--- src/hdl/tts_pkg.sv ---
`default_nettype none
package tts_pkg;

    // Slot states.
    typedef enum logic [1:0] {
        ST_UNUSED  = 2'd0,
        ST_READY   = 2'd1,
        ST_RUNNING = 2'd2,
        ST_BLOCKED = 2'd3
    } t_slot_state;

    // Operation codes.
    localparam logic [2:0] OP_CREATE   = 3'd0;
    localparam logic [2:0] OP_SCHEDULE = 3'd1;
    localparam logic [2:0] OP_EXIT     = 3'd2;
    localparam logic [2:0] OP_BLOCK    = 3'd3;
    localparam logic [2:0] OP_WAKE     = 3'd4;

    // Result status codes.
    localparam logic [2:0] STS_OK        = 3'd0;
    localparam logic [2:0] STS_FULL      = 3'd1;
    localparam logic [2:0] STS_NONE      = 3'd2;
    localparam logic [2:0] STS_EXHAUSTED = 3'd3;
    localparam logic [2:0] STS_NOT_BLKD  = 3'd4;

    // Scheduling policies.
    localparam logic [1:0] POL_RR      = 2'd0;
    localparam logic [1:0] POL_PRIO    = 2'd1;
    localparam logic [1:0] POL_LOTTERY = 2'd2;

    // Register indexes.
    localparam int REG_POLICY = 0;

    localparam int TICKET_W = 24;

    // Sequencer states.
    typedef enum logic [2:0] {
        SQ_IDLE,
        SQ_MOD,
        SQ_SCAN,
        SQ_COMMIT,
        SQ_DONE
    } t_seq_state;

    // Control from the sequencer to the modulo unit.
    typedef struct packed {
        logic start;
    } t_mod_ctrl;

    typedef struct packed {
        logic busy;
        logic done;
    } t_mod_stat;

endpackage
`default_nettype wire

--- src/hdl/tts_if.sv ---
`default_nettype none
interface tts_in_if;
    logic        valid;
    logic        ready;
    logic [2:0]  op;
    logic [7:0]  priority_req;
    logic [23:0] random_value;
    logic [3:0]  target_slot;
    modport source (output valid, op, priority_req, random_value, target_slot, input ready);
    modport sink (input valid, op, priority_req, random_value, target_slot, output ready);
endinterface

interface tts_out_if;
    logic       valid;
    logic       ready;
    logic [2:0] status;
    logic [3:0] slot_index;
    modport source (output valid, status, slot_index, input ready);
    modport sink (input valid, status, slot_index, output ready);
endinterface
`default_nettype wire

--- src/hdl/tts_mod.sv ---
`default_nettype none
// Restoring modulo, one quotient bit per cycle.
module tts_mod (
    input  wire                      i_clk,
    input  wire                      i_rst_n,
    input  tts_pkg::t_mod_ctrl       i_ctrl,
    input  wire [tts_pkg::TICKET_W-1:0] i_num,
    input  wire [tts_pkg::TICKET_W-1:0] i_den,
    output tts_pkg::t_mod_stat       o_stat,
    output logic [tts_pkg::TICKET_W-1:0] o_rem
);
    localparam int W = tts_pkg::TICKET_W;

    logic [W-1:0] r_rem, n_rem;
    logic [W-1:0] r_num, n_num;
    logic [$clog2(W+1)-1:0] r_cnt, n_cnt;
    logic r_busy, n_busy, r_done, n_done;
    logic [W:0] w_shift;

    // One shift-and-subtract step.
    always_comb begin
        w_shift = {r_rem, r_num[W-1]};
        n_rem = r_rem;
        n_num = r_num;
        n_cnt = r_cnt;
        n_busy = r_busy;
        n_done = 1'b0;
        if (i_ctrl.start) begin
            n_rem = '0;
            n_num = i_num;
            n_cnt = '0;
            n_busy = 1'b1;
        end else if (r_busy) begin
            if (w_shift >= {1'b0, i_den}) begin
                n_rem = W'(w_shift - {1'b0, i_den});
            end else begin
                n_rem = w_shift[W-1:0];
            end
            n_num = {r_num[W-2:0], 1'b0};
            n_cnt = r_cnt + 1'b1;
            if (r_cnt == ($clog2(W+1))'(W - 1)) begin
                n_busy = 1'b0;
                n_done = 1'b1;
            end
        end
    end

    always_ff @(posedge i_clk) begin
        if (!i_rst_n) begin
            r_busy <= 1'b0;
            r_done <= 1'b0;
            r_cnt <= '0;
        end else begin
            r_busy <= n_busy;
            r_done <= n_done;
            r_cnt <= n_cnt;
        end
        r_rem <= n_rem;
        r_num <= n_num;
    end

    assign o_rem = r_rem;
    assign o_stat.busy = r_busy;
    assign o_stat.done = r_done;

    a_done_after_busy: assert property (@(posedge i_clk) disable iff (!i_rst_n)
        r_done |-> $past(r_busy)) else $error("done without busy");
    a_not_both: assert property (@(posedge i_clk) disable iff (!i_rst_n)
        !(r_done && r_busy)) else $error("done while busy");
    a_rem_bound: assert property (@(posedge i_clk) disable iff (!i_rst_n)
        (r_done && i_den != '0) |-> (r_rem < i_den)) else $error("remainder too large");
endmodule
`default_nettype wire

--- src/hdl/thread_table_scheduler.sv ---
`default_nettype none
// Each transaction passes through the mod, scan, commit and done states (one slot scanned per cycle).
// Schedule and exit in lottery mode also wait in the mod state for the bit-serial modulo.
// Throughput: one transaction at a time; a new one is taken once the result has been taken.
// No new transaction is accepted while a result still waits in the output register.
// Synchronous active-low reset: slot 0 running at top level, the others unused, policy 0.
module thread_table_scheduler #(
    parameter int SLOTS = 16,
    parameter int TOP_LEVEL = 15
) (
    input  wire        i_clk,
    input  wire        i_rst_n,
    tts_in_if.sink     i_req,
    tts_out_if.source  o_rsp,
    input  wire        psel,
    input  wire        penable,
    input  wire        pwrite,
    input  wire [0:0]  paddr,
    input  wire [31:0] pwdata,
    output logic [31:0] prdata,
    output logic       pready
);
    localparam int SW = (SLOTS > 1) ? $clog2(SLOTS) : 1;
    localparam int W = tts_pkg::TICKET_W;
    localparam logic [7:0] TOP = 8'(TOP_LEVEL);
    localparam logic [7:0] HALF = 8'(TOP_LEVEL / 2);

    // Configuration register.
    logic [1:0] r_policy;
    assign pready = 1'b1;
    always_ff @(posedge i_clk) begin
        if (!i_rst_n) begin
            r_policy <= tts_pkg::POL_RR;
        end else if (psel && penable && pwrite && paddr == 1'(tts_pkg::REG_POLICY)) begin
            r_policy <= pwdata[1:0];
        end
    end
    assign prdata = {30'd0, r_policy};

    // Slot table.
    tts_pkg::t_slot_state r_st [SLOTS];
    logic [7:0] r_base [SLOTS];
    logic [7:0] r_aged [SLOTS];
    logic [W-1:0] r_tf [SLOTS];
    logic [W-1:0] r_tl [SLOTS];
    logic [W-1:0] r_total;
    logic [SW-1:0] r_run;

    // Transaction registers.
    tts_pkg::t_seq_state r_sq, n_sq;
    logic [2:0] r_op;
    logic [7:0] r_prio;
    logic [W-1:0] r_draw;
    logic [3:0] r_tgt;
    logic [SW:0] r_i;
    logic r_found;
    logic [SW-1:0] r_best;
    logic [7:0] r_hi;
    logic r_ovalid;
    logic [2:0] r_status;
    logic [3:0] r_slot;

    tts_pkg::t_mod_ctrl w_mctl;
    tts_pkg::t_mod_stat w_mst;
    logic [W-1:0] w_rem;
    logic [W-1:0] w_win;
    logic w_sched;

    tts_mod u_mod (
        .i_clk(i_clk), .i_rst_n(i_rst_n), .i_ctrl(w_mctl),
        .i_num(r_draw), .i_den(r_total), .o_stat(w_mst), .o_rem(w_rem)
    );

    assign w_sched = (r_op == tts_pkg::OP_SCHEDULE) || (r_op == tts_pkg::OP_EXIT);
    assign w_win = w_rem + 1'b1;

    // Scan index as a slot index, plus round-robin rotation.
    logic [SW-1:0] w_idx;
    logic [SW:0] w_rr;
    always_comb begin
        w_rr = {1'b0, r_run} + r_i;
        if (w_rr >= (SW+1)'(SLOTS)) begin
            w_rr = w_rr - (SW+1)'(SLOTS);
        end
        if (w_sched && r_policy != tts_pkg::POL_PRIO && r_policy != tts_pkg::POL_LOTTERY) begin
            w_idx = w_rr[SW-1:0];
        end else begin
            w_idx = r_i[SW-1:0];
        end
    end

    // Next-state logic of the sequencer.
    always_comb begin
        n_sq = r_sq;
        case (r_sq)
            tts_pkg::SQ_IDLE: begin
                if (i_req.valid && i_req.ready) begin
                    n_sq = tts_pkg::SQ_MOD;
                end
            end
            tts_pkg::SQ_MOD: begin
                if (!(w_sched && r_policy == tts_pkg::POL_LOTTERY) || w_mst.done
                    || r_total == '0) begin
                    n_sq = tts_pkg::SQ_SCAN;
                end
            end
            tts_pkg::SQ_SCAN: begin
                if (r_i == (SW+1)'(SLOTS - 1)) begin
                    n_sq = tts_pkg::SQ_COMMIT;
                end
            end
            tts_pkg::SQ_COMMIT: n_sq = tts_pkg::SQ_DONE;
            tts_pkg::SQ_DONE: n_sq = tts_pkg::SQ_IDLE;
            default: n_sq = tts_pkg::SQ_IDLE;
        endcase
    end

    // Output decodes of the sequencer.
    always_comb begin
        i_req.ready = (r_sq == tts_pkg::SQ_IDLE) && !r_ovalid;
        w_mctl.start = (r_sq == tts_pkg::SQ_MOD) && w_sched
            && r_policy == tts_pkg::POL_LOTTERY && r_total != '0
            && !w_mst.busy && !w_mst.done;
    end

    logic [7:0] w_aged_inc;
    logic [W:0] w_sum;
    assign w_aged_inc = (r_aged[w_idx] >= TOP) ? TOP : 8'(r_aged[w_idx] + 8'd1);
    assign w_sum = {1'b0, r_total} + {{(W-7){1'b0}}, r_prio};

    // Status and slot of the transaction, decided from the scan outcome.
    logic [2:0] w_status;
    logic [3:0] w_slot;
    logic w_tgt_blkd;
    always_comb begin
        w_tgt_blkd = ({1'b0, r_tgt} < 5'(SLOTS))
            && (r_st[SW'(r_tgt)] == tts_pkg::ST_BLOCKED);
        w_status = tts_pkg::STS_OK;
        w_slot = 4'(r_run);
        if (r_op == tts_pkg::OP_CREATE) begin
            w_slot = 4'd0;
            if (!r_found) begin
                w_status = tts_pkg::STS_FULL;
            end else if (w_sum[W]) begin
                w_status = tts_pkg::STS_EXHAUSTED;
            end else begin
                w_slot = 4'(r_best);
            end
        end else if (w_sched) begin
            if (!r_found) begin
                w_status = tts_pkg::STS_NONE;
            end else begin
                w_slot = 4'(r_best);
            end
        end else if (r_op == tts_pkg::OP_BLOCK) begin
            if (r_st[r_run] != tts_pkg::ST_RUNNING && r_st[r_run] != tts_pkg::ST_READY) begin
                w_status = tts_pkg::STS_NONE;
            end
        end else if (r_op == tts_pkg::OP_WAKE) begin
            w_slot = r_tgt;
            if (!w_tgt_blkd) begin
                w_status = tts_pkg::STS_NOT_BLKD;
            end
        end
    end

    always_ff @(posedge i_clk) begin
        if (!i_rst_n) begin
            r_sq <= tts_pkg::SQ_IDLE;
            r_ovalid <= 1'b0;
            r_run <= '0;
            r_total <= W'(TOP_LEVEL);
            for (int k = 0; k < SLOTS; k++) begin
                r_st[k] <= (k == 0) ? tts_pkg::ST_RUNNING : tts_pkg::ST_UNUSED;
                r_base[k] <= (k == 0) ? TOP : 8'd0;
                r_aged[k] <= (k == 0) ? TOP : 8'd0;
                r_tf[k] <= (k == 0) ? W'(1) : '0;
                r_tl[k] <= (k == 0) ? W'(TOP_LEVEL) : '0;
            end
        end else begin
            r_sq <= n_sq;
            // The result is raised when the sequencer finishes and held until taken.
            if (r_sq == tts_pkg::SQ_DONE) begin
                r_ovalid <= 1'b1;
            end else if (r_ovalid && o_rsp.ready) begin
                r_ovalid <= 1'b0;
            end
            case (r_sq)
                tts_pkg::SQ_IDLE: begin
                    if (i_req.valid && i_req.ready) begin
                        r_op <= i_req.op;
                        r_prio <= (i_req.priority_req < 8'd1 || i_req.priority_req > TOP)
                            ? HALF : i_req.priority_req;
                        r_draw <= i_req.random_value;
                        r_tgt <= i_req.target_slot;
                        r_i <= '0;
                        r_found <= 1'b0;
                        r_best <= '0;
                        r_hi <= '0;
                    end
                end
                tts_pkg::SQ_MOD: begin
                    // Exit frees the current slot, unless it is slot 0, before the selection scan.
                    if (n_sq == tts_pkg::SQ_SCAN && r_op == tts_pkg::OP_EXIT && r_run != '0) begin
                        r_st[r_run] <= tts_pkg::ST_UNUSED;
                    end
                end
                tts_pkg::SQ_SCAN: begin
                    r_i <= r_i + 1'b1;
                    if (r_op == tts_pkg::OP_CREATE) begin
                        if (!r_found && r_st[w_idx] == tts_pkg::ST_UNUSED) begin
                            r_found <= 1'b1;
                            r_best <= w_idx;
                        end
                    end else if (w_sched) begin
                        if (r_policy == tts_pkg::POL_PRIO) begin
                            if (r_st[w_idx] == tts_pkg::ST_READY) begin
                                r_aged[w_idx] <= w_aged_inc;
                                if (w_aged_inc >= r_hi) begin
                                    r_hi <= w_aged_inc;
                                    r_found <= 1'b1;
                                    r_best <= w_idx;
                                end
                            end
                        end else if (r_policy == tts_pkg::POL_LOTTERY) begin
                            if (!r_found && r_total != '0
                                && (r_st[w_idx] == tts_pkg::ST_READY
                                    || r_st[w_idx] == tts_pkg::ST_RUNNING)
                                && w_win >= r_tf[w_idx] && w_win <= r_tl[w_idx]) begin
                                r_found <= 1'b1;
                                r_best <= w_idx;
                            end
                        end else begin
                            if (!r_found && r_st[w_idx] == tts_pkg::ST_READY) begin
                                r_found <= 1'b1;
                                r_best <= w_idx;
                            end
                        end
                    end
                end
                tts_pkg::SQ_COMMIT: begin
                    r_status <= w_status;
                    r_slot <= w_slot;
                    if (w_status == tts_pkg::STS_OK) begin
                        if (r_op == tts_pkg::OP_CREATE) begin
                            r_st[r_best] <= tts_pkg::ST_READY;
                            r_base[r_best] <= r_prio;
                            r_aged[r_best] <= r_prio;
                            r_tf[r_best] <= r_total + 1'b1;
                            r_tl[r_best] <= w_sum[W-1:0];
                            r_total <= w_sum[W-1:0];
                        end else if (w_sched) begin
                            if (r_st[r_best] == tts_pkg::ST_READY) begin
                                r_aged[r_best] <= r_base[r_best];
                            end
                            // The former running thread goes back to ready.
                            if (r_st[r_run] == tts_pkg::ST_RUNNING && r_run != r_best) begin
                                r_st[r_run] <= tts_pkg::ST_READY;
                            end
                            r_st[r_best] <= tts_pkg::ST_RUNNING;
                            r_run <= r_best;
                        end else if (r_op == tts_pkg::OP_BLOCK) begin
                            r_st[r_run] <= tts_pkg::ST_BLOCKED;
                        end else if (r_op == tts_pkg::OP_WAKE) begin
                            r_st[SW'(r_tgt)] <= tts_pkg::ST_READY;
                        end
                    end
                end
                default: ;
            endcase
        end
    end

    assign o_rsp.valid = r_ovalid;
    assign o_rsp.status = r_status;
    assign o_rsp.slot_index = r_slot;

    a_one_running: assert property (@(posedge i_clk) disable iff (!i_rst_n)
        (r_sq == tts_pkg::SQ_IDLE && r_st[r_run] != tts_pkg::ST_UNUSED
         && r_st[r_run] != tts_pkg::ST_BLOCKED) |-> r_st[r_run] == tts_pkg::ST_RUNNING
         || r_st[r_run] == tts_pkg::ST_READY) else $error("bad running slot");
    a_ready_idle: assert property (@(posedge i_clk) disable iff (!i_rst_n)
        i_req.ready |-> r_sq == tts_pkg::SQ_IDLE) else $error("ready outside idle");
    a_done_to_valid: assert property (@(posedge i_clk) disable iff (!i_rst_n)
        (r_sq == tts_pkg::SQ_DONE && !r_ovalid) |=> r_ovalid) else $error("result lost");
endmodule
`default_nettype wire

--- src/flat_wrapper.sv ---
// flat-port wrapper written by rule: the top's interface ports become plain ports
module thread_table_scheduler_flat 
#(
    parameter int SLOTS = 16,
    parameter int TOP_LEVEL = 15
)
  (i_clk, i_rst_n, psel, penable, pwrite, paddr, pwdata, prdata, pready, i_req_valid, i_req_op, i_req_priority_req, i_req_random_value, i_req_target_slot, i_req_ready, o_rsp_valid, o_rsp_status, o_rsp_slot_index, o_rsp_ready);
  tts_in_if i_req_i ();
  tts_out_if o_rsp_i ();
  input  wire i_clk;
  input  wire i_rst_n;
  input  wire psel;
  input  wire penable;
  input  wire pwrite;
  input  wire [0:0] paddr;
  input  wire [31:0] pwdata;
  output logic [31:0] prdata;
  output logic pready;
  input wire logic [$bits(i_req_i.valid)-1:0] i_req_valid;
  input wire logic [$bits(i_req_i.op)-1:0] i_req_op;
  input wire logic [$bits(i_req_i.priority_req)-1:0] i_req_priority_req;
  input wire logic [$bits(i_req_i.random_value)-1:0] i_req_random_value;
  input wire logic [$bits(i_req_i.target_slot)-1:0] i_req_target_slot;
  output wire logic [$bits(i_req_i.ready)-1:0] i_req_ready;
  output wire logic [$bits(o_rsp_i.valid)-1:0] o_rsp_valid;
  output wire logic [$bits(o_rsp_i.status)-1:0] o_rsp_status;
  output wire logic [$bits(o_rsp_i.slot_index)-1:0] o_rsp_slot_index;
  input wire logic [$bits(o_rsp_i.ready)-1:0] o_rsp_ready;
  assign i_req_i.valid = i_req_valid;
  assign i_req_i.op = i_req_op;
  assign i_req_i.priority_req = i_req_priority_req;
  assign i_req_i.random_value = i_req_random_value;
  assign i_req_i.target_slot = i_req_target_slot;
  assign i_req_ready = i_req_i.ready;
  assign o_rsp_valid = o_rsp_i.valid;
  assign o_rsp_status = o_rsp_i.status;
  assign o_rsp_slot_index = o_rsp_i.slot_index;
  assign o_rsp_i.ready = o_rsp_ready;
  thread_table_scheduler #(.SLOTS(SLOTS), .TOP_LEVEL(TOP_LEVEL)) u_core (.i_clk(i_clk), .i_rst_n(i_rst_n), .i_req(i_req_i), .o_rsp(o_rsp_i), .psel(psel), .penable(penable), .pwrite(pwrite), .paddr(paddr), .pwdata(pwdata), .prdata(prdata), .pready(pready));
endmodule
--- config.mk ---
export PLATFORM = sky130hd
export DESIGN_NAME = thread_table_scheduler_flat
export DESIGN_NICKNAME = d
export VERILOG_FILES = /design/src/hdl/tts_pkg.sv /design/src/hdl/tts_if.sv /design/src/hdl/tts_mod.sv /design/src/hdl/thread_table_scheduler.sv /design/src/flat_wrapper.sv
export SDC_FILE = /design/constraint.sdc
export NUM_CORES = 2
export LEC_CHECK = 0
export BUFFER_PORTS_ARGS = -buffer_cell sky130_fd_sc_hd__buf_4
export CAP_MARGIN = 20
export CORE_UTILIZATION = 45
export CTS_CLUSTER_SIZE = 40
export DETAILED_ROUTE_END_ITERATION = 10
export SLEW_MARGIN = 25
export SYNTH_ARGS = -nofsm -noshare
export SYNTH_HDL_FRONTEND = slang
export SYNTH_SLANG_ARGS = --single-unit
--- constraint.sdc ---
create_clock -name i_clk -period 10.1 [get_ports i_clk]
set_input_delay 1.01 -clock i_clk [delete_from_list [all_inputs] [get_ports i_clk]]
set_output_delay 1.01 -clock i_clk [all_outputs]
set_load 0.005 [all_outputs]
==> metrics.json <==
{
  "hp-class": "primary input to register",
  "cts_setup_buffers": 0,
  "cell_internal_pwr_mw": 8.97,
  "cts_htree_levels": 4,
  "post_syn_area_um2": 58200,
  "finalInstanceArea_um2": 64900,
  "synth_edf_count": 1144,
  "critical_path_peak_fanout": 71,
  "vias_per_cell": 6.00,
  "ys_ff_latch": 1221,
  "finalNonFillerCells": 6466,
  "power_per_cell_area_nw_per_um2": 186,
  "areaGrowthSynthToFinish_pct": 11.5,
  "post_synth_inst_count": 4636,
  "synth_top_cells_by_area": "sky130_fd_sc_hd__edfxtp_1 59%, sky130_fd_sc_hd__mux4_2 10%, sky130_fd_sc_hd__nor2_1 6.6%, sky130_fd_sc_hd__nand2_1 3.1%, sky130_fd_sc_hd__dfxtp_1 2.6%",
  "dominantRegCellSynth": "sky130_fd_sc_hd__edfxtp_1",
  "gpl_congestion": 0.944,
  "grt_first_pass_wirelength_um": 256000,
  "run_status": "complete, no violations",
  "crit_path_max_incr_delay_ns": 1.09,
  "timing.final.crit_period_ns": 7.65,
  "initial_drc_count": 4660,
  "cts_tree": "done",
  "filler_cells_inserted": 11061,
  "critPathArrivalTime_ns": 8.30,
  "cts_resized": 0,
  "die_w_um": 362,
  "leakage_nw": 22.7,
  "die_area_um2": 131000,
  "timing.critical_path.max_delay_family": "simple AND/OR/NAND/NOR gates",
  "synth.yosys.seq_area_share": 0.617,
  "grt_usage": 0.269,
  "drtPass1Iterations": 6,
  "yosysTopAreaCell": "sky130_fd_sc_hd__edfxtp_1",
  "crit_chain": "xor2_4 -> nand4_1 -> nand2_8 -> buf_12 -> mux4_2 -> nand2_1 -> nand3_1 -> nand2_1 -> ha_1 -> nand4_1 -> nor2_1 -> nand3_1 -> nor3_1 -> nand3_1 -> or4_1 -> o211ai_1 -> and4_1 -> mux2_2",
  "port_buffers": 59,
  "postSynth.asyncResetShare": 0,
  "sequentialPowerShare": 0.483,
  "placed_cells": 6219,
  "synth_top_area_share": 0.590,
  "globalRoute.totalOverflow": 0,
  "combinationalPowerShare": 0.123,
  "cts_hold_repair.buffers": 0,
  "ys_types": 90,
  "maxCapViolCount": 0,
  "numCtsBuffers": 135,
  "total_of_endpoints_with_negative_setup_slack_in_the_final_report": 0,
  "number_of_global_route_vias_before_repair": 37958,
  "multi_input_comb_area_um2": 20900,
  "final_nets": 4812,
  "drv_slew": 0,
  "drt-total-wl_um": 177000,
  "critPathCaptureType": "register",
  "post-synth-top-count-cell": "sky130_fd_sc_hd__edfxtp_1",
  "hold_viol": 0,
  "die_h_um": 362,
  "vdd_drop_max_v": 0.000183,
  "timing.critical_path.required_ns": 10.75,
  "finClkSkew_ns": 0.0296,
  "via_count": 38805,
  "insertion_delay_ns": 0.78,
  "max_freq_mhz": 131,
  "row_count": 131,
  "route.detailed.wl_per_inst_um": 27.3,
  "startpoint_type": "register",
  "antenna_found_initial": 2,
  "ctsLongestPathBuffers": 3,
  "grt_setup_unrepaired": "no",
  "yosys_warnings": 0,
  "design.portCount": 121,
  "initial_core_utilization": 0.455,
  "power_switching_mw": 3.09,
  "drt.antenna.violating_nets": 0,
  "finalCritPeriodShare": 0.757,
  "post_dp_cell_area_um2": 60700,
  "share_clk_of_total_power": 0.394,
  "cts.clk_slew.worst_paths_ns": 0.06,
  "post_synth_most_frequent_cells": "1,144 x sky130_fd_sc_hd__edfxtp_1, 1,020 x sky130_fd_sc_hd__nor2_1, 477 x sky130_fd_sc_hd__nand2_1, 284 x sky130_fd_sc_hd__clkbuf_1, 261 x sky130_fd_sc_hd__mux4_2",
  "cp_slowest_cell": "sky130_fd_sc_hd__nand2_8",
  "drc": 0,
  "relSlewSlack": 0.282,
  "synth_area_per_cell_um2": 12.6,
  "sum_of_negative_setup_slack_ns": 0,
  "antennaDiodeCount": 0,
  "dp_hpwl_um": 102000,
  "tightestPinTransition_ns": 1.08,
  "core_ar_um2": 128000,
  "worst-path-buf-inv": 1,
  "post_route_cells_drive_above_1_share": 0.166,
  "criticalPathCategory": "register to register",
  "critical_path.most_common_cell": "sky130_fd_sc_hd__nand3_1",
  "maximum_number_of_pins_on_one_net_before_global_route_repair": 109,
  "cts_num_sinks": 1221,
  "register_area_um2": 35900,
  "ctsRootBufferMaster": "sky130_fd_sc_hd__clkbuf_16",
  "power.share.switching": 0.256
}
==> cell usage in the layout (no fill, tap or decap), types with 20 or more instances in the layout <==
cell type,netlist,routed
sky130_fd_sc_hd__a211oi_1,25,25
sky130_fd_sc_hd__nand2_1,477,445
sky130_fd_sc_hd__inv_1,80,79
sky130_fd_sc_hd__or3_1,22,22
sky130_fd_sc_hd__clkbuf_16,0,135
sky130_fd_sc_hd__or2_2,28,28
sky130_fd_sc_hd__nor2b_1,20,20
sky130_fd_sc_hd__ha_1,101,101
sky130_fd_sc_hd__edfxtp_1,1144,1144
sky130_fd_sc_hd__a21o_1,22,22
sky130_fd_sc_hd__conb_1,2,43
sky130_fd_sc_hd__nor4_1,33,31
sky130_fd_sc_hd__dfxtp_1,77,76
sky130_fd_sc_hd__xnor2_1,88,85
sky130_fd_sc_hd__mux2i_1,52,51
sky130_fd_sc_hd__a31oi_1,32,31
sky130_fd_sc_hd__mux2_2,39,39
sky130_fd_sc_hd__clkinv_2,0,22
sky130_fd_sc_hd__and2_1,36,36
sky130_fd_sc_hd__nand2_4,0,31
sky130_fd_sc_hd__nand2b_1,26,26
sky130_fd_sc_hd__nor3_1,36,36
sky130_fd_sc_hd__mux4_2,261,261
sky130_fd_sc_hd__nor2_1,1020,1016
sky130_fd_sc_hd__o21ai_0,99,98
sky130_fd_sc_hd__clkbuf_1,284,36
sky130_fd_sc_hd__buf_4,32,184
sky130_fd_sc_hd__clkinv_1,3,25
sky130_fd_sc_hd__and3_1,105,104
sky130_fd_sc_hd__a21oi_1,63,63
sky130_fd_sc_hd__nand3_1,156,155
==> worst reg2reg max path: stages, from the launching register on <==
cell                       delay (ns)
sky130_fd_sc_hd__edfxtp_1        0.66
sky130_fd_sc_hd__xor2_4          0.31
sky130_fd_sc_hd__nand4_1         0.83
sky130_fd_sc_hd__nand2_8         1.10
sky130_fd_sc_hd__buf_12          0.47
sky130_fd_sc_hd__mux4_2          0.56
sky130_fd_sc_hd__nand2_1         0.08
sky130_fd_sc_hd__nand3_1         0.10
sky130_fd_sc_hd__nand2_1         0.17
sky130_fd_sc_hd__ha_1            0.15
sky130_fd_sc_hd__nand4_1         0.35
sky130_fd_sc_hd__nor2_1          0.27
sky130_fd_sc_hd__nand3_1         0.18
sky130_fd_sc_hd__nor3_1          0.37
sky130_fd_sc_hd__nand3_1         0.15
sky130_fd_sc_hd__or4_1           0.42
sky130_fd_sc_hd__o211ai_1        0.30
sky130_fd_sc_hd__and4_1          0.66
sky130_fd_sc_hd__mux2_2          0.40
==> registers in the layout, indices dropped and copies added (netlist names), 5 cells and up, named ones only <==
signal              cells
u_core.r_hi             8
u_core.r_st            32
u_core.r_draw          24
u_core.r_prio           8
u_core.u_mod.r_cnt      5
u_core.r_base         128
u_core.r_aged         128
u_core.r_tf           384
u_core.u_mod.r_num     24
u_core.r_total         24
u_core.r_tl           384
u_core.r_i              5
u_core.u_mod.o_rem     24
==> layout make-up <==
type | instances | area share
repair buffers | 189 | 0.0226
clock inverters | 69 | 0.00933
multi-input cells | 2998 | 0.322
inverters | 84 | 0.00489
well taps | 1729 | 0.0333
clock buffers | 176 | 0.0552
flip-flops and latches | 1221 | 0.553
==> final timing paths <==
check	cells after the start	to	slack, ns	startpoint
worst max-delay path	18	register	2.45	u_core.r_op[1]
worst min-delay path	1	u_core.r_op[0]	0.41	i_req_op[0]
worst max register to register	18	register	2.45	u_core.r_op[1]
worst min register to register	1	u_core.u_mod.r_cnt[4]	0.47	u_core.u_mod.r_cnt[4]
==> power by group through the flow <==
stage / registers, mW / logic [mW] / clock network [mW]
global route: 5.84 / 1.59 / 4.99
CTS: 5.82 / 1.47 / 4.81
global placement: 5.92 / 1.45 / 0
floorplan: 5.88 / 1.05 / 0
finish: 5.83 / 1.48 / 4.75
detailed placement: 5.93 / 1.46 / 0
==> per-stage QoR <==
stage	worst slack [ns]	power, mW	util	hold WS, ns
2_1_floorplan	4.56	6.93	-	0.428
3_3_place_gp	2.64	7.37	0.474	0.442
3_5_place_dp	2.61	7.39	0.474	0.463
4_1_cts	2.57	12.1	0.507	0.357
5_1_grt	2.26	12.4	0.507	0.377
6_report	2.45	12.1	0.507	0.413
==> layer usage <==
metal / global-route usage / wire length [um] / vias to the layer above
li1: - / - / 16772
met1: 0.366 / 71300 / 19743
met2: 0.441 / 84300 / 1933
met3: 0.0374 / 14500 / 357
met4: 0.0995 / 6370 / 0
met5: 0 / 0 / -
==> logic make-up after synthesis <==
logic type,after synthesis,share of synthesized area
adders and majority gates,105,0.0229
AOI/OAI and AO/OA,357,0.0410
muxes,355,0.118
xor gates and xnor gates,109,0.0170
DFF,1221,0.617
other,2,0.000129
buffers and inverters,458,0.0332
and+or+nand+nor,2029,0.151
No activity file was read; power rests on OpenSTA's default activity.
